## src/hdl/plb_pkg.sv

```systemverilog
package plb_pkg;

  localparam logic [39:0] CAD_RESET = 40'd50000000;
  localparam int DIV_W = 64;

  localparam logic [1:0] KIND_SAMPLE = 2'd0;
  localparam logic [1:0] KIND_TRADE  = 2'd1;
  localparam logic [1:0] KIND_FULL   = 2'd2;

  typedef struct packed {
    logic [62:0]        ts;
    logic               is_trade;
    logic               side_is_bid;
    logic [47:0]        price;
    logic signed [47:0] qty;
    logic               remove;
  } item_t;

  typedef struct packed {
    logic               done;
    logic [DIV_W-1:0]   quot;
    logic [39:0]        rem;
  } div_st_t;

  typedef struct packed {
    logic [1:0]         kind;
    logic [62:0]        time_ns;
    logic [31:0]        repeat_count;
    logic [47:0]        bid_price;
    logic [46:0]        bid_size;
    logic [47:0]        ask_price;
    logic [46:0]        ask_size;
    logic               trade_is_bid;
    logic [47:0]        trade_price;
    logic signed [47:0] trade_qty;
    logic               last;
  } res_t;

endpackage

```

## src/hdl/plb_front.sv

```systemverilog
module plb_front import plb_pkg::*; (
  input  logic               clk,
  input  logic               rst_n,
  input  logic               in_valid,
  output logic               in_stall,
  input  logic [62:0]        in_timestamp_ns,
  input  logic               in_is_trade,
  input  logic               in_side_is_bid,
  input  logic [47:0]        in_price,
  input  logic signed [47:0] in_quantity,
  output logic               q_valid,
  output item_t              q_item,
  input  logic               q_pop
);

  item_t      buf_r [2];
  item_t      item_in;
  logic       wp_r, rp_r;
  logic [1:0] cnt_r, cnt_nxt;
  logic       push, pop;

  assign in_stall = (cnt_r == 2'd2);
  assign push     = in_valid && !in_stall;
  assign q_valid  = (cnt_r != 2'd0);
  assign pop      = q_pop && q_valid;
  assign q_item   = buf_r[rp_r];

  always_comb begin
    item_in.ts          = in_timestamp_ns;
    item_in.is_trade    = in_is_trade;
    item_in.side_is_bid = in_side_is_bid;
    item_in.price       = in_price;
    item_in.qty         = in_quantity;
    item_in.remove      = !in_is_trade && ((in_quantity == 48'sd0) || in_quantity[47]);
  end

  always_comb begin
    cnt_nxt = cnt_r;
    if (push && !pop) begin
      cnt_nxt = cnt_r + 2'd1;
    end else if (pop && !push) begin
      cnt_nxt = cnt_r - 2'd1;
    end
  end

  always_ff @(posedge clk) begin
    if (push) begin
      buf_r[wp_r] <= item_in;
    end
  end

  always_ff @(posedge clk) begin
    if (!rst_n) begin
      wp_r  <= 1'b0;
      rp_r  <= 1'b0;
      cnt_r <= 2'd0;
    end else begin
      if (push) begin
        wp_r <= !wp_r;
      end
      if (pop) begin
        rp_r <= !rp_r;
      end
      cnt_r <= cnt_nxt;
    end
  end

endmodule

```

## config.mk

```make
export PLATFORM = sky130hd
export DESIGN_NAME = plb_front
export DESIGN_NICKNAME = d
export VERILOG_FILES = /design/src/hdl/plb_pkg.sv /design/src/hdl/plb_front.sv
export SDC_FILE = /design/constraint.sdc
export NUM_CORES = 1
export LEC_CHECK = 0
export BUFFER_PORTS_ARGS = -buffer_cell sky130_fd_sc_hd__buf_2
export CAP_MARGIN = 10
export CELL_PAD_IN_SITES_DETAIL_PLACEMENT = 1
export CELL_PAD_IN_SITES_GLOBAL_PLACEMENT = 2
export CORE_UTILIZATION = 42
export DETAILED_ROUTE_END_ITERATION = 7
export GPL_ROUTABILITY_DRIVEN = 0
export PLACE_DENSITY_LB_ADDON = 0.3
export SLEW_MARGIN = 0
export SYNTH_ARGS = -nofsm -noshare
export SYNTH_HDL_FRONTEND = slang
export SYNTH_SLANG_ARGS = --single-unit
export TNS_END_PERCENT = 5
```

## constraint.sdc

```tcl
create_clock -name clk -period 23.1 [get_ports clk]
set_input_delay 4.62 -clock clk [delete_from_list [all_inputs] [get_ports clk]]
set_output_delay 4.62 -clock clk [all_outputs]
set_load 0.01 [all_outputs]
```

; ---- Yosys cells after proc, flatten, opt, wreduce, memory -nomap -nowiden
; Memory sizes are Yosys's and may differ from the RTL's. A register that Yosys moved wholly into a read port is not among the register bits.
; Index checks and enable logic that the tools add are counted.
[word_totals]
input_bits = 165
ff_bits = 4
out_inout_bits = 164
ram_bits = 324
mem_count = 1
word_cells = 28
[classes]
mux = 6
n_reduce_logical = 15
n_eq_ne = 1
n_addsub = 2
[memory_table]
columns = name, words, word_bits, read_ports, rd_clocked_by_memory_dff, write_ports, line
row1 = buf_r, 2, 162, 1, 1, 1, plb_front.sv:16  ; item_t buf_r [2];
[ops]
columns = op, n
row1 = zero test 48 bit, 1
row2 = zero test 1 bit, 6
row3 = logical AND 1 bit, 5
row4 = 2-to-1 mux 1 bit, 4
row5 = 2-to-1 mux 2 bit, 2
row6 = nonzero test 2 bit, 2
row7 = adder 2 x 1 -> 2 bit (second input constant), 1
row8 = == test 2 bit (second input constant), 1
row9 = subtractor 2 x 1 -> 2 bit (second input constant), 1
row10 = logical OR 1 bit, 1

; ---- Longest topological paths before layout
; Gate-level depths: netlist (run 1).
[depth]
depth_word = 7
depth_mapped = 7
ltp_nobuf = 7

; ---- Least setup slack after synthesis (run 1)
; OpenSTA, ideal clock, no wires.
[synth_path]
kind = input to register
start = input in_valid
end = register wp_r
cell_stages = 3
arrival_ns = 16.382
required_time_ns = 22.991
path_buffers = 0
path_slack_ns = 6.610
setup_time_ns = 0.109
path_cell_list = inv_1 -> nor3_1 -> o21a_1
[synth_via]
elab_chain_len = 1
[synth_lines]
columns = element, line
row1 = "start, declared", plb_front.sv:4  ; input logic in_valid,
row2 = logical AND 1 bit, plb_front.sv:23  ; assign push = in_valid && !in_stall;
row3 = "end signal, assigned", plb_front.sv:59  ; wp_r <= !wp_r;
row4 = "end, declared", plb_front.sv:18  ; logic wp_r, rp_r;
; Every way passes these cells.
; A chain may end at the register's enable or synchronous reset.

==> results of run 1 <==
-- placed cells by master (no fill, tap or decap), types with 2 or more instances in the layout --
| cell | count |
|---|---|
| dfxtp_1 | 4 |
| mux2_2 | 82 |
| xor2_1 | 3 |
| o21ai_0 | 2 |
| nand2b_1 | 2 |
| nor4_1 | 10 |
| mux2_4 | 80 |
| inv_6 | 2 |
| clkbuf_16 | 37 |
| buf_2 | 328 |
| inv_1 | 3 |
| clkbuf_1 | 13 |
| edfxtp_1 | 324 |
| clkinv_1 | 8 |
| buf_4 | 7 |
| nand4_1 | 2 |
| clkinv_2 | 3 |
| nor2_1 | 5 |
-- layout make-up --
class / count / share of cell area [%]
clock buffer: 51 / 6.39
sequential: 329 / 63.5
tap: 384 / 3.10
multi-input combinational: 199 / 15.4
timing repair buffer: 335 / 10.9
clock inverter: 14 / 0.598
inverter: 3 / 0.0728
-- path summary, 6_finish.rpt --
| kind | cells past startpoint | to | slack, ns |
|---|---|---|---|
| setup reg to reg | 5 | buf_r[0][102]$_DFFE_PP_ | 20.71 |
| hold reg to reg | 2 | flop | 0.53 |
| setup / recovery | 3 | q_item[0] | 15.59 |
| hold / removal | 2 | flop | 0.53 |
-- logic make-up (layout without fill, tap and decap cells) --
kind of cell / Yosys count / in the layout / share of synthesized area (%)
simple gates: 27 / 27 / 1.27
compound gates: 6 / 6 / 0.375
flops: 329 / 329 / 79.6
mux: 162 / 162 / 17.2
xor+xnor: 3 / 3 / 0.213
fa+ha+maj: 1 / 1 / 0.101
buf+inv: 21 / 403 / 1.28
-- worst reg2reg max path: cells and delay by family, from the launching register on --
family / cells / cell delay, ns
buf+inv: 3 / 1.17
flops: 1 / 0.43
simple gates: 2 / 0.33
-- flip-flops by register name, summed over array words and instances (netlist names), named ones only --
name,flops
buf_r,324
cnt_r,2
rp_r,1
wp_r,1
-- synth_stat cells (all sizes together) (2+ instances only) --
library cell / number / share of area (%)
nor3: 2 / 0.081
nand4: 2 / 0.10
edfxtp: 324 / 79
xor2: 3 / 0.21
mux2: 162 / 17
dfxtp: 5 / 0.81
inv: 3 / 0.091
nand2b: 2 / 0.10
buf: 18 / 1.2
o21ai: 2 / 0.081
nor2: 5 / 0.15
nor4: 11 / 0.61
-- power by group through the flow --
| stage | Sequential [uW] | Combinational (uW) | Clock (uW) |
|---|---|---|---|
| floorplan | 804 | 290 | 0 |
| global placement | 795 | 422 | 0 |
| detailed placement | 798 | 428 | 0 |
| CTS | 787 | 430 | 540 |
| global route | 794 | 451 | 560 |
| finish | 785 | 421 | 525 |
-- routing by layer --
metal	vias to the layer above	GRT usage, %	wire length (um)
met2	263	29.7	13100
met3	46	5.90	2260
met5	-	0	50
met4	8	4.83	490
li1	2909	-	-
met1	3183	21.7	10800
-- stage by stage --
step | setup WS [ns] | utilization, %
2_1_floorplan | 6.61 | -
3_3_place_gp | 16.12 | 49.9
3_5_place_dp | 16.10 | 49.9
4_1_cts | 15.54 | 53.6
5_1_grt | 15.42 | 53.6
6_report | 15.59 | 53.6
==> metrics, run 1 <==
run status completed; Ports 329; CTS Sinks 329; Syn Area/Cell 22.5 um^2; Crit Path Class flop to primary output; Comb power frac 24.3%; Tcrit/Tclk final 32.5%; clock root buffer clkbuf_16; hold_sp rp_r$_SDFFE_PN0P_; CTS buffer count 36; IR drop worst, VDD 0.0747 mV; Die Ht 174 um; Cell Area, Placed 14,400 um^2; PwrDens 112 nW/um^2; syn nets 715; diodes inserted 0; min-delay worst type flop to flop; H-tree Lvls 2; # DRC 0; CP Capture Type primary output; fin nets 1,070; clock network fraction of total power 30.3%; switching share of power 26.8%; share of post-route cells with drive strength above 1 58.8%; Internal 1270 uW; Worst Hold Slack 0.533 ns; post-CTS sizing 0; row cnt 62; dpl hpwl 17,900 um; Seq/Total Area, Yosys 79.6%; Synth Cell Area 12,400 um^2; f_max 0.133 GHz; clock buffer depth 3; CTS tree built; final cell count without fillers 1,315; initial core utilization 42.8%; total grt overflow 0; Layout area overhead 25.3%; minimum clock period after layout 7.51 ns; drt total wl 26,700 um; total power 1730 uW; Slew Limit Fails 0; switching pwr 465 uW; die area 30,100 um^2; largest fanout on the critical path 66; GRT Util Overall 17.7%; DR pass1 iterations 4; Filler cells 2,703; vias in the first global route 6,903; largest net degree at the start of global routing 75; Die X 174 um; Port Buffers 328; register area 9830 um^2; Final Hold Vio Count 0; Iteration-0 DRC Markers 317; Worst Setup Start Kind flop; EDFF count, synth 324; hold-fix buffers at CTS 0; Clk pin slew, worst setup/hold paths 0.05 ns; Syn Inst Count 549; final instance area 15,500 um^2; number of distinct library cells after synthesis 25; Leakage 0.00588 uW; slowest CP cell buf_4; clk_skew 0.0206 ns; Critical Path RT 18.48 ns; FFs w/ async S/R, synth 0%; Worst Path Buf+Inv 2; CP delay by family, top buffers and inverters; Routed Antenna Nets 0; total setup buffers inserted after CTS 0; final setup vio count 0; vias per cell 4.87; RSZ-0062 raised after global routing false; Core ar. 28,900 um^2; Max-slew headroom 29.8%; worst endpoint data arrival time 2.89 ns; sequential share of power 45.3%; Primary FF master, synth edfxtp_1; placed cells 1,250; initial antenna violation count 4; Max stage delay on crit path 0.90 ns; Sum Neg Setup Slack 0 ns; multi-input logic area 2380 um^2; Synth Register Bits 329; Max Cap Viol 0; Avg WL per Cell 20.3 um; first-pass GRT wire length 40,400 um; worst-path cell chain buf_4 > mux2_2 > buf_2; synth warn 0; Via Count 6,409; clk_lat worst skew 0.51 ns; Worst-Margin Slew 1.05 ns; reg2reg start cnt_r[0]$_SDFFE_PN0P_
Note: power is estimated with default switching activity, not from simulation.
==> run 2: changes to the inputs <==
--- a/config.mk
+++ b/config.mk
@@ -5,11 +5,12 @@
 export SDC_FILE = /design/constraint.sdc
 export NUM_CORES = 1
 export LEC_CHECK = 0
+export ABC_AREA = 1
 export BUFFER_PORTS_ARGS = -buffer_cell sky130_fd_sc_hd__buf_2
 export CAP_MARGIN = 10
 export CELL_PAD_IN_SITES_DETAIL_PLACEMENT = 1
 export CELL_PAD_IN_SITES_GLOBAL_PLACEMENT = 2
-export CORE_UTILIZATION = 42
+export CORE_UTILIZATION = 35
 export DETAILED_ROUTE_END_ITERATION = 7
 export GPL_ROUTABILITY_DRIVEN = 0
 export PLACE_DENSITY_LB_ADDON = 0.3
==> constraint.sdc (replaced) <==
create_clock -name clk -period 6.4 [get_ports clk]
set_input_delay 1.28 -clock clk [delete_from_list [all_inputs] [get_ports clk]]
set_output_delay 1.28 -clock clk [all_outputs]
set_load 0.01 [all_outputs]
==> run 2 against run 1 <==
Net effect: sequential power grew to 3.6 times the previous value; global-route usage is 3.5 points lower; worst hold slack worse by 0.064 ns; clock-buffer cell count is 8 lower; cell count is 7.3% higher; register-to-register slack worse by 17 ns; combinational power grew to 3.3 times the previous value; critical endpoint unchanged; largest cell class unchanged; highest routed layer unchanged.
==> metrics, run 2 <==
run status completed; Slew Limit Fails 0 (unchanged); Comb power frac 22.6% (-1.7 points); die area 36,200 um^2 (+20%); Port Buffers 328 (unchanged); cell with the most instances after synthesis edfxtp_1; Syn Inst Count 577 (+5.1%); pre-CTS WS 3.01 ns (-13.10 ns); CTS tree built; dpl hpwl 17,000 um (-5.4%); Die Ht 190 um (+9.6%); Crit Path Class flop to primary output; Via Count 6,430 (+0.33%); Die X 190 um (+9.6%); GRT Util Overall 14.2% (-3.5 points); hold-fix buffers at CTS 0 (unchanged); Seq/Total Area, Yosys 79.3% (-0.24 points); synth warn 0 (unchanged); worst endpoint data arrival time 2.43 ns (-0.46 ns); vias per cell 4.56 (-6.5%); largest net degree at the start of global routing 163 (+120%); clock root buffer clkbuf_16; Avg WL per Cell 18.5 um (-8.7%); Internal 4550 uW (+260%); diodes inserted 0 (unchanged); syn nets 743 (+3.9%); EDFF count, synth 324 (unchanged); largest fanout on the critical path 67 (+1.5%); Layout area overhead 26.4%; largest cells by area after synthesis edfxtp_1 79%, mux2_4 9.7%, mux2_2 7.5%; PwrDens 394 nW/um^2 (+250%); Worst Setup Start Kind flop; Filler cells 3,437 (+27%); Final Hold Vio Count 0 (unchanged); clock network fraction of total power 32.0% (+1.7 points); Max-slew headroom 26.5% (-3.4 points); clk_skew 0.0101 ns (-0.0105 ns); max reg flops 324 (unchanged); total grt overflow 0 (unchanged); Clk pin slew, worst setup/hold paths 0.06 ns (about the same); drt total wl 26,100 um (-2.1%); Synth Register Bits 329 (unchanged); final setup vio count 0 (unchanged); Synth top cells by count 324 x edfxtp_1, 82 x mux2_2, 80 x mux2_4; fin nets 1,096 (+2.4%); sequential share of power 45.4% (about the same); initial antenna violation count 3 (-1); share of post-route cells with drive strength above 1 57.1% (-1.6 points); Primary FF master, synth edfxtp_1; post-CTS sizing 0 (unchanged); commonest cells after routing, fill and taps aside 328 x buf_2, 324 x edfxtp_1, 82 x mux2_2; row cnt 68 (+9.7%); Worst-Margin Slew 1.10 ns (+0.0503 ns); first-pass GRT wire length 38,700 um (-4.2%); CTS buffer count 37 (+2.8%); Ports 329 (unchanged); clock buffer depth 3 (unchanged); CTS Sinks 329 (unchanged); Routed Antenna Nets 0 (unchanged); Leakage 0.00594 uW (+1.0%); most flop-heavy register buf_r; CP Capture Type primary output; Max Cap Viol 0 (unchanged); f_max 0.270 GHz; setup ws final 2.69 ns (-12.89 ns); Synth Cell Area 12,400 um^2 (+0.30%); number of distinct library cells after synthesis 13 (-48%); vias in the first global route 6,862 (-0.59%); RSZ-0062 raised after global routing false; minimum clock period after layout 3.71 ns; top cell type's share of synthesized area 78.5% (-0.24 points); total setup buffers inserted after CTS 0 (unchanged); Iteration-0 DRC Markers 305 (-3.8%); total power 6170 uW (+260%); register area 9830 um^2 (unchanged); Tcrit/Tclk final 57.9%; switching share of power 26.2% (-0.66 points); clk_lat worst skew 0.51 ns (about the same); Critical Path RT 5.12 ns (-13.36 ns); # DRC 0 (unchanged); most common cell after layout, fill and taps aside buf_2; FFs w/ async S/R, synth 0% (unchanged); DR pass1 iterations 4 (unchanged); switching pwr 1610 uW (+250%); initial core utilization 35.7% (-7.1 points); IR drop worst, VDD 0.301 mV (+300%); reg2reg setup slack 3.93 ns (-16.78 ns); min-delay worst type flop to flop; area leader, netlist edfxtp_1; Syn Area/Cell 21.5 um^2 (-4.6%); multi-input logic area 2400 um^2 (+1.1%); biggest registers after layout buf_r x324, cnt_r x2; Core ar. 34,700 um^2 (+20%); H-tree Lvls 2 (unchanged)
[run 2: cell families (layout without fill, tap and decap cells)]
logic type	count (synthesis)	after routing	synth area share (%)
buf+inv	24	403	1.41
compound gates	12	12	0.485
flops	329	329	79.3
fa+ha+maj	1	1	0.101
mux	162	162	17.1
simple gates	49	49	1.52
[run 2: final cells by class]
| cell class | instances | area share [%] |
|---|---|---|
| clock inverter | 22 | 1.15 |
| timing repair buffer | 332 | 10.9 |
| clock buffer | 43 | 6.05 |
| sequential | 329 | 62.8 |
| inverter | 6 | 0.144 |
| tap | 455 | 3.63 |
| multi-input combinational | 224 | 15.3 |
[run 2: per-layer routing]
layer / track usage (%) / share of wire [%] / vias to the layer above
met5: 0 / 0.13 / -
met4: 3.88 / 1.7 / 6
met3: 6.68 / 11 / 40
met2: 22.9 / 46 / 255
met1: 16.9 / 41 / 3165
li1: - / - / 2964
[run 2: per-stage QoR]
| stage | hold WS (ns) | std cells | util, % | area (um^2) | setup TNS (ns) |
|---|---|---|---|---|---|
| finish | 0.470 | 1411 | 45.1 | 15700 | 0 |
| global route | 0.521 | 1411 | 45.1 | 15700 | 0 |
| CTS | 0.474 | 1411 | 45.1 | 15700 | 0 |
| detailed placement | 0.462 | 1346 | 41.9 | 14500 | 0 |
| global placement | 0.459 | 1346 | 41.9 | 14500 | 0 |
| floorplan | 0.447 | 577 | - | 12400 | -396.71 |
[run 2: path summary, 6_finish.rpt]
| kind | start | to | depth (start not counted) |
|---|---|---|---|
| setup / recovery | flop | q_item[0] | 3 |
| hold / removal | rp_r$_SDFFE_PN0P_ | flop | 2 |
| setup reg to reg | cnt_r[1]$_SDFFE_PN0P_ | buf_r[1][140]$_DFFE_PP_ | 4 |
| hold reg to reg | rp_r$_SDFFE_PN0P_ | flop | 2 |
[run 2: critical path, cell delays in order, from the launching register on]
cell and delay, ns:
dfxtp_4 0.43, buf_4 0.75, mux2_2 0.43, buf_2 0.15
[run 2: power groups by stage]
stage	registers, uW	clock network (uW)	logic [uW]
after global routing	2820	2120	1510
after detailed placement	2850	0	1420
after floorplan	2890	0	909
after global placement	2830	0	1420
final	2800	1980	1390
after CTS	2800	2050	1430
