[src/hdl/plb_pkg.sv]
package plb_pkg;

  localparam logic [39:0] CAD_RESET = 40'd50000000;
  localparam int DIV_W = 64;

  localparam logic [1:0] KIND_SAMPLE = 2'd0;
  localparam logic [1:0] KIND_TRADE  = 2'd1;
  localparam logic [1:0] KIND_FULL   = 2'd2;

  typedef struct packed {
    logic [62:0]        ts;
    logic               is_trade;
    logic               side_is_bid;
    logic [47:0]        price;
    logic signed [47:0] qty;
    logic               remove;
  } item_t;

  typedef struct packed {
    logic               done;
    logic [DIV_W-1:0]   quot;
    logic [39:0]        rem;
  } div_st_t;

  typedef struct packed {
    logic [1:0]         kind;
    logic [62:0]        time_ns;
    logic [31:0]        repeat_count;
    logic [47:0]        bid_price;
    logic [46:0]        bid_size;
    logic [47:0]        ask_price;
    logic [46:0]        ask_size;
    logic               trade_is_bid;
    logic [47:0]        trade_price;
    logic signed [47:0] trade_qty;
    logic               last;
  } res_t;

endpackage

[src/hdl/plb_div.sv]
module plb_div import plb_pkg::*; (
  input  logic             clk,
  input  logic             rst_n,
  input  logic             start,
  input  logic [DIV_W-1:0] dividend,
  input  logic [39:0]      divisor,
  output div_st_t          st
);

  localparam int DCW = $clog2(DIV_W);

  logic [DCW-1:0]   cnt_r;
  logic             busy_r, done_r;
  logic [39:0]      acc_r, dvs_r;
  logic [DIV_W-1:0] dq_r;
  logic [40:0]      trial;
  logic             fits;

  assign trial = {acc_r, dq_r[DIV_W-1]};
  assign fits  = (trial >= {1'b0, dvs_r});

  assign st.done = done_r;
  assign st.quot = dq_r;
  assign st.rem  = acc_r;

  always_ff @(posedge clk) begin
    if (start) begin
      dq_r  <= dividend;
      acc_r <= 40'd0;
      dvs_r <= divisor;
    end else if (busy_r) begin
      acc_r <= fits ? 40'(trial - {1'b0, dvs_r}) : trial[39:0];
      dq_r  <= {dq_r[DIV_W-2:0], fits};
    end
  end

  always_ff @(posedge clk) begin
    if (!rst_n) begin
      busy_r <= 1'b0;
      done_r <= 1'b0;
      cnt_r  <= '0;
    end else begin
      done_r <= 1'b0;
      if (start) begin
        busy_r <= 1'b1;
        cnt_r  <= '0;
      end else if (busy_r) begin
        cnt_r <= cnt_r + 1'b1;
        if (cnt_r == DCW'(DIV_W - 1)) begin
          busy_r <= 1'b0;
          done_r <= 1'b1;
        end
      end
    end
  end

endmodule

[config.mk]
export PLATFORM = sky130hd
export DESIGN_NAME = plb_div
export DESIGN_NICKNAME = d
export VERILOG_FILES = /design/src/hdl/plb_pkg.sv /design/src/hdl/plb_div.sv
export SDC_FILE = /design/constraint.sdc
export NUM_CORES = 1
export LEC_CHECK = 0
export BUFFER_PORTS_ARGS = -buffer_cell sky130_fd_sc_hd__buf_2
export CAP_MARGIN = 5
export CORE_MARGIN = 3
export CORE_UTILIZATION = 52
export CTS_BUF_LIST = sky130_fd_sc_hd__clkbuf_2
export DETAILED_ROUTE_END_ITERATION = 10
export PLACE_DENSITY = 0.78
export SLEW_MARGIN = 10
export SYNTH_ARGS = -nofsm -noshare
export SYNTH_HDL_FRONTEND = slang
export SYNTH_SLANG_ARGS = --single-unit
[constraint.sdc]
create_clock -name clk -period 3.3 [get_ports clk]
set_clock_uncertainty 0.2 [all_clocks]
set_input_delay 0.33 -clock clk [delete_from_list [all_inputs] [get_ports clk]]
set_output_delay 0.33 -clock clk [all_outputs]
set_load 0.02 [all_outputs]
* After elaboration in Yosys (flattened, before gate mapping) *
Cells that the tools add are included.

storage, ports and cells
  register bits = 152
  input bits = 107
  output and inout port bits = 105
  logic and storage cells = 22

operators by class
  add/sub/neg operators = 2
  $lt $le $gt $ge = 1
  equality and inequality tests = 1
  muxes and demuxes = 7
  bitwise gates (word level) = 2
  reduce and logical (&&, ||, !) cells = 3

operators by type and width
  operator               count
  $mux W64               2
  $ge A41 B40 Y1         1
  $mux W40               1
  $sub A40 B40 Y40       1
  $add A6 B1 Y6 const B  1
  $eq A6 B6 Y1 const B   1
  $mux W1                4
  $reduce_or A3 Y1       1
  $not A1 Y1             2
  $reduce_bool A2 Y1     1
  $reduce_or A2 Y1       1

* Longest topological paths before layout *
Gate-level depths: netlist of run 1.

  depth after elaboration = 4
  mapped depth = 13
  depth with buffers taken out = 12

* Least setup slack after synthesis of run 1 *
OpenSTA, ideal clock, no wires.

  kind = reg-to-reg
  start = reg dq_r[63]
  end = reg acc_r[36]
  setup time = 0.091 ns
  data arrival time = 2.862 ns
  required time = 3.009 ns
  setup slack = 0.147 ns
  cell stages (with the launch flop) = 12
  path buffers = 0
  clock period less this slack = 3.153 ns
  cell sequence = edfxtp_1 > inv_1 > ha_1 > fa_1 > nor2b_1 > o2111a_1 > o21a_1 > a21oi_1 > o21ai_1 > nor4_1 > or4_1 > a311oi_1

on the way
  cells in the longest elaborated chain, start to end = 2
  elaborated cells on any way between the ends = 3
  those cells by class = add/sub (1); order compare (1); mux (1)

RTL lines
  item                                                       RTL line                      source
  from (decl)                                                plb_div.sv:15                 logic [DIV_W-1:0] dq_r;
  from (signal assigned)                                     plb_div.sv:28                 dq_r <= dividend;
  from (signal assigned)                                     plb_div.sv:33                 dq_r <= {dq_r[DIV_W-2:0], fits};
  $sub A40 B40 Y40 / $ge A41 B40 Y1 (equally long branches)  plb_div.sv:32, plb_div.sv:20
  $mux W40 *                                                 plb_div.sv:32                 acc_r <= fits ? 40'(trial - {1'b0, dvs_r}) : trial[39:0];
  to (signal assigned)                                       plb_div.sv:32
  to (decl)                                                  plb_div.sv:14                 logic [39:0] acc_r, dvs_r;

Mark *: on every way between the ends. The rest lies on a longest branch, timed or not.
A chain may end at the register's enable or synchronous reset.

* Final worst setup path of run 1 *
  start = reg dvs_r[0]
  end = reg acc_r[38]

on the way
  cells in the longest elaborated chain, start to end = 2
  elaborated cells on any way between the ends = 3
  those cells by class = add/sub (1); order compare (1); mux (1)

RTL lines
  item                                                       RTL line                      source
  from (decl)                                                plb_div.sv:14
  from (signal assigned)                                     plb_div.sv:30                 dvs_r <= divisor;
  $sub A40 B40 Y40 / $ge A41 B40 Y1 (equally long branches)  plb_div.sv:32, plb_div.sv:20
  $mux W40 *                                                 plb_div.sv:32

Marks and branches as above.

==> reports/metrics.yaml, run 1 <==
logic_synthesis:
  synthAdderAreaFrac: 0.0625
  synth_compound_area_frac: 0.146
  yosys_warnings: 0
  synthSimpleGateAreaFrac: 0.115
  synthesis.nets: 944
  synth_top_flop_cell: "edfxtp_1"
  syn_area_per_cell_um2: 10.7
  yosys-mux-area-fraction: 0.120
  synth-seq-cells: 152
  synthXorXnorAreaFrac: 0.0349
  synth.distinct_cells: 64
  yosysSeqAreaShare: 0.479
  synth_top_family_by_area: "compound AO/OA/AOI/OAI gates"
  syn_area_um2: 8530
  synthArstFlopShare: 0
  synth_edf_count: 104
  syn_inst: 795
clock_tree:
  cts.reportedPaths.clkPinSlew_ns: 0.27
  cts_buffer_depth: 2
  cts_tree: "built"
  cts_root_buf: "clkbuf_2"
  cts.sinks: 152
  htree_levels: 4
  clock_latency_ns: 0.80
  cts_buffers: 17
power:
  pwr-share-comb: 0.334
  power_switching_mw: 1.93
  seq_power_share: 0.454
  switching_share: 0.370
  power.density_nw_per_um2: 436
  leakage_nw: 5.24
  p_clk_frac: 0.212
  p_int_mw: 3.29
  ir_drop_mv: 0.347
worst_setup_path:
  max_stage_delay_ns: 0.44
  rrSetupSlack_ns: 0.09
  crit_slowest_cell: "edfxtp_1"
  reg2reg_depth: 12
  startpoint: "dvs_r[0]"
  path_delay_family: "compound AO/OA/AOI/OAI gates"
  required_ns: 3.81
  cp_cell_sequence: "ha_2, fa_2, nor2b_4, o2111a_1, o21ai_2, a311oi_1, buf_4, o211ai_1, a31oi_1, o21ai_1, mux2_2, a221oi_2"
  cp.arrival_ns: 3.73
  worst-path-buf-inv: 1
  r2r-start: "dvs_r[0]"
  worstSetupEndpointType: "register"
  crit_path_start_kind: "register"
  crit_type: "reg -> reg"
  r2r_end: "acc_r[38]"
  crit_fanout: 3
min_path:
  min-delay-start: "divisor[11]"
  hold_path_class: "in -> reg"
  min_to: "dvs_r[11]"
  whs_path_depth: 2
detailed_routing:
  drtIter0Drc: 549
  wl_um: 26200
  detail-route-antenna-nets: 0
  via_count: 7821
  wl_per_cell_um: 18.8
  drc: 0
  drt-vias-per-instance: 5.61
  dr.pass1.iters: 5
floorplanning:
  core_um2: 15900
  die_h_um: 134
  die-area_um2: 18000
  start_util: 0.535
  row_count: 46
  die_w_um: 134
  io_pins: 212
timing:
  slew_headroom: 0.641
  fmax_mhz: 311
  whs_ns: 0.0492
  post-route-period-util: 0.974
  final.min_clock_period_ns: 3.21
  setup_viol_count_final: 0
  grt_setup_unrepaired: "yes"
  hold_viol: 0
  setup_slack_ns: 0.0873
  final-max-slew-violation-count: 0
  worst_pin_slew_ns: 0.535
global_routing:
  antenna_found_initial: 1
  grt_usage: 0.286
  grt_pass1_vias: 7829
  gr-total-overflow: 0
  grt_pass1_wl_um: 40600
  grt_max_degree: 65
place:
  io_buffers: 211
  gp_congestion: 0.928
  preCtsSetupSlack_ns: 0.0248
  dp.cells: 1211
  placed_cell_area_um2: 9960
  dp_hpwl_um: 16200
cells_and_area:
  synthToLayoutAreaGrowth_pct: 40.3
  utilization: 0.751
  fin_cells: 1394
  final_area_um2: 12000
  layout.nets: 1313
  fillerInstances: 1081
  layout-drive-gt1-share: 0.340
run_status:
  status: "finished clean"
job:
  max_cap_viol_count: 0
==> how the worst max path moves through the flow <==
stage,end,depth (start not counted),slack [ns]
after global routing,acc_r[38],12,-0.08
after CTS,acc_r[38],12,0.004
after floorplan,acc_r[36],11,0.15
after detailed placement,acc_r[36],11,0.02
final,acc_r[38],12,0.09
after global placement,acc_r[36],10,0.14
==> what timing repair did <==
item                                   4_1_cts  5_1_grt
hold buffers                               130       13
endpoints found under the hold margin      127       13
setup endpoints to repair                    2       20
resized for setup                            1       55
buffers inserted                             0        7
pin swaps                                    1       13
==> layer usage <==
| metal | global-route usage | vias to the layer above | share of wire |
|---|---|---|---|
| met1 | 0.332 | 3714 | 0.38 |
| met3 | 0.0735 | 76 | 0.069 |
| li1 | - | 3683 | - |
| met2 | 0.499 | 348 | 0.51 |
| met5 | 0 | - | 0 |
| met4 | 0.127 | 0 | 0.039 |
==> synth_stat cells (3+ instances only) <==
library cell / instances / share of area
a211o_1: 3 / 0.0031
mux2i_1: 30 / 0.035
and4_1: 3 / 0.0031
or2_2: 5 / 0.0037
o21a_1: 9 / 0.0079
inv_1: 50 / 0.022
nor4_1: 4 / 0.0029
ha_1: 41 / 0.060
a21oi_1: 51 / 0.030
edfxtp_1: 104 / 0.37
nor2_1: 67 / 0.029
clkbuf_1: 26 / 0.011
o211ai_1: 3 / 0.0026
nand2b_1: 3 / 0.0022
nand2_1: 48 / 0.021
a311oi_1: 4 / 0.0041
and3_1: 6 / 0.0044
xor2_1: 19 / 0.020
a21o_1: 9 / 0.0079
mux2_2: 64 / 0.084
o21ai_0: 24 / 0.014
nor3b_1: 3 / 0.0026
a31oi_1: 6 / 0.0044
nand4_1: 17 / 0.012
o21bai_1: 11 / 0.0097
and2_1: 3 / 0.0022
o311ai_0: 4 / 0.0041
nor3_1: 15 / 0.0088
nor2b_1: 7 / 0.0051
xnor2_1: 15 / 0.015
buf_2: 12 / 0.0070
nand3_1: 9 / 0.0053
dfxtp_1: 48 / 0.11
a211oi_1: 33 / 0.029
==> power by group through the flow <==
stage                     registers, mW  logic, mW  clock network [mW]
after CTS                          2.35       1.60                1.12
after floorplan                    2.52      0.859                   0
after detailed placement           2.38       1.46                   0
final                              2.37       1.74                1.11
after global routing               2.39       1.88                1.19
after global placement             2.38       1.44                   0
==> logic make-up (layout without fill, tap and decap cells) <==
logic type,Yosys count,in the layout
buffers and inverters,93,475
muxes,94,94
other,0,1
and+or+nand+nor,201,201
adders and majority gates,42,42
xor gates and xnor gates,34,34
DFF,152,152
AOI/OAI and AO/OA,179,179
==> state kept, by name, summed over array words and instances (netlist names) <==
signal	flops
acc_r	40
busy_r	1
cnt_r	6
done_r	1
dq_r	64
dvs_r	40
==> placed cells by master, fill, tap and decap left out, types with 4 or more instances in the layout <==
master / instances
dlygate4sd3_1: 143
nor3_1: 14
mux2i_1: 30
o21ai_0: 19
nor2b_1: 6
inv_8: 5
dfxtp_1: 46
buf_4: 37
inv_1: 50
o21bai_1: 11
a31oi_1: 5
mux2_2: 64
edfxtp_1: 104
o21ai_1: 5
xnor2_1: 15
nand4_1: 17
o21a_1: 9
o311ai_0: 4
ha_1: 21
ha_2: 8
xor2_1: 19
clkinv_8: 4
clkbuf_2: 17
a21o_1: 9
nand2_1: 47
nand3_1: 9
and3_1: 5
a211oi_1: 32
ha_4: 12
or2_2: 5
a21oi_1: 50
nor2_1: 66
buf_2: 210
==> area by class of cell <==
| type | count | area, µm² | share of cell area |
|---|---|---|---|
| Multi-Input combinational cell | 550 | 4340 | 0.363 |
| Timing Repair Buffer | 393 | 2820 | 0.236 |
| Inverter | 50 | 188 | 0.0157 |
| Antenna cell | 1 | 2.50 | 0.000209 |
| Clock inverter | 15 | 173 | 0.0144 |
| Clock buffer | 17 | 85.1 | 0.00711 |
| Tap cell | 216 | 270 | 0.0226 |
| Sequential cell | 152 | 4090 | 0.341 |
==> worst reg2reg max path, cell delays in order, from the launching register on <==
cell	delay (ns)
edfxtp_1	0.44
ha_2	0.20
fa_2	0.40
nor2b_4	0.14
o2111a_1	0.23
o21ai_2	0.08
a311oi_1	0.27
buf_4	0.16
o211ai_1	0.13
a31oi_1	0.27
o21ai_1	0.11
mux2_2	0.28
a221oi_2	0.22
==> stage by stage <==
| stage | power [mW] | TNS, ns |
|---|---|---|
| floorplan | 3.38 | 0 |
| global placement | 3.82 | 0 |
| detailed placement | 3.84 | 0 |
| CTS | 5.06 | 0 |
| global route | 5.46 | -0.107 |
| finish | 5.22 | 0 |
Note: power is estimated with default switching activity, not from simulation.
==> inputs of run 2 (changes only) <==
--- a/config.mk
+++ b/config.mk
@@ -5,13 +5,14 @@
 export SDC_FILE = /design/constraint.sdc
 export NUM_CORES = 1
 export LEC_CHECK = 0
+export ABC_AREA = 1
 export BUFFER_PORTS_ARGS = -buffer_cell sky130_fd_sc_hd__buf_2
 export CAP_MARGIN = 5
 export CORE_MARGIN = 3
 export CORE_UTILIZATION = 52
 export CTS_BUF_LIST = sky130_fd_sc_hd__clkbuf_2
 export DETAILED_ROUTE_END_ITERATION = 10
-export PLACE_DENSITY = 0.78
+export PLACE_DENSITY = 0.77
 export SLEW_MARGIN = 10
 export SYNTH_ARGS = -nofsm -noshare
 export SYNTH_HDL_FRONTEND = slang
==> reports/metrics.yaml, run 2 <==
timing:
  setup_viol_count_final: 0
  setup_slack_ns: 0.553
  hold_viol: 0
  slew_headroom: 0.287
  fmax_mhz: 364
  grt_setup_unrepaired: "no"
  worst_pin_slew_ns: 1.07
  final.min_clock_period_ns: 2.75
  post-route-period-util: 0.832
  setup_tns_ns: 0
  final-max-slew-violation-count: 0
detailed_routing:
  routed-wl-met3_um: 2550
  drtIter0Drc: 690
  wl_um: 30600
  highest_layer: "met4"
  drc: 0
  wl_per_cell_um: 16.0
  dr.pass1.iters: 8
  route.met2.wl_um: 15000
  met1_length_um: 12100
  via_count: 9739
  detail-route-antenna-nets: 0
  drt-vias-per-instance: 5.08
place:
  gp_congestion: 1.00
  preCtsSetupSlack_ns: 0.588
  placed_cell_area_um2: 10700
  io_buffers: 211
  dp_hpwl_um: 20500
floorplanning:
  io_pins: 212
  start_util: 0.540
  row_count: 48
  die_h_um: 141
  core_um2: 17600
  die-area_um2: 19900
  die_w_um: 141
worst_setup_path:
  max_stage_delay_ns: 0.42
  path_delay_family: "simple AND/OR/NAND/NOR gates"
  worstSetupEndpointType: "register"
  cp_cell_sequence: "inv_1, ha_1, nand2_2, inv_2, a21oi_2, a21boi_2, nand3_2, nand2_4, buf_4, nand3_1, nand3_1, o21ai_1"
  required_ns: 3.77
  crit_fanout: 30
  worst-path-buf-inv: 3
  crit_path_start_kind: "register"
  rrSetupSlack_ns: 0.55
  crit_slowest_cell: "edfxtp_1"
  crit_type: "reg -> reg"
  cp.arrival_ns: 3.22
  crit_top_cell: "nand3_1"
logic_synthesis:
  yosys-top-cells-count: "nand2_1, inv_1, edfxtp_1"
  synth_top_flop_cell: "edfxtp_1"
  syn_area_um2: 9510
  synth.top_cell.area_share: 0.328
  synth-seq-cells: 152
  yosysMostFrequentCell: "nand2_1"
  synth.area.top_cells: "edfxtp_1, nand2_1, dfxtp_1, inv_1, ha_1"
  syn_area_per_cell_um2: 7.07
  synthesis.nets: 1494
  synth_edf_count: 104
  yosys_warnings: 0
  synth.distinct_cells: 37
  yosysSeqAreaShare: 0.429
  synthArstFlopShare: 0
  syn_inst: 1345
  synth_top_area_cell: "edfxtp_1"
cells_and_area:
  register_area_um2: 4080
  synthToLayoutAreaGrowth_pct: 29.3
  utilization: 0.699
  fillerInstances: 1443
  layout.nets: 1829
  largest_register_ffs: 64
  mostFrequentLayoutCells: "nand2_1, inv_1, buf_2"
  top_register: "dq_r"
  largestRegisters: "dq_r x64, acc_r x40, dvs_r x40"
  layout-drive-gt1-share: 0.163
  multiInputGateArea_um2: 4400
  final_area_um2: 12300
  final_common_cell: "nand2_1"
clock_tree:
  cts.sinks: 152
  post_cts_resize_count: 0
  hold_buffers: 130
  cts.reportedPaths.clkPinSlew_ns: 0.26
  cts_root_buf: "clkbuf_2"
  htree_levels: 4
  clock_latency_ns: 0.77
  cts_buffer_depth: 2
  cts_buffers: 17
  cts_setup_buffers: 0
  cts_tree: "built"
power:
  power_mw: 4.19
  pwr-share-comb: 0.194
  power_switching_mw: 1.36
  p_clk_frac: 0.266
  leakage_nw: 6.65
  power.density_nw_per_um2: 341
  ir_drop_mv: 0.305
  switching_share: 0.326
  p_int_mw: 2.82
  seq_power_share: 0.540
global_routing:
  grt_pass1_vias: 9543
  antenna_found_initial: 2
  grt_pass1_wl_um: 48300
  grt_usage: 0.304
  grt_max_degree: 83
  gr-total-overflow: 0
min_path:
  hold_path_class: "in -> reg"
job:
  max_cap_viol_count: 0
run_status:
  status: "finished clean"
## run 2: cell count changes after synthesis, moves of 16 or more
cell,change
nand2_1,+541
clkbuf_1,-16
a211oi_1,-33
nand3_1,+83
nand3b_1,+21
o21ai_1,+18
xor2_1,-17
mux2_2,-64
mux2i_1,-30
inv_1,+171
a21oi_1,-23
## run 2: final cells by class
type | instances | area share
tap | 225 | 0.0229
sequential | 152 | 0.332
antenna | 2 | 0.000407
timing repair buffer | 350 | 0.198
inverter | 225 | 0.0687
multi-input combinational | 934 | 0.358
clock buffer | 17 | 0.00692
clock inverter | 14 | 0.0127
## run 2: through the flow
stage / std cells / hold slack, ns
after floorplan: 1345 / 0.229
after global placement: 1756 / 0.257
after CTS: 1917 / 0.0270
after global routing: 1919 / 0.00687
after detailed placement: 1756 / 0.266
final: 1919 / 0.0500
## run 2: kinds of logic (layout without fill, tap and decap cells)
kind of cell               Yosys count  after routing  share of synthesized area
xor gates and xnor gates            23             23                     0.0212
DFF                                152            152                      0.429
adders and majority gates           42             42                     0.0561
AOI/OAI and AO/OA                   67             67                     0.0382
buffers and inverters              259            606                      0.109
other                                0              2                          0
and+or+nand+nor                    802            802                      0.347
## run 2: final timing paths
check / from / end / cells after the start
max: dvs_r[23] / acc_r[12] / 12
min: divisor[14] / dvs_r[14] / 2
max reg2reg: dvs_r[23] / acc_r[12] / 12
min reg2reg: acc_r[30] / acc_r[30] / 2
## run 2: routing by layer
| layer | global-route usage | up-vias |
|---|---|---|
| met5 | 0 | - |
| met4 | 0.0974 | 0 |
| met3 | 0.0695 | 70 |
| met2 | 0.539 | 480 |
| met1 | 0.366 | 4360 |
| li1 | - | 4829 |
## run 2: power groups by stage
stage | Sequential, mW | Clock (mW) | Combinational, mW
2_1_floorplan | 2.39 | 0 | 0.302
3_5_place_dp | 2.29 | 0 | 0.663
3_3_place_gp | 2.29 | 0 | 0.654
4_1_cts | 2.25 | 1.12 | 0.783
5_1_grt | 2.27 | 1.19 | 0.878
6_report | 2.26 | 1.11 | 0.812
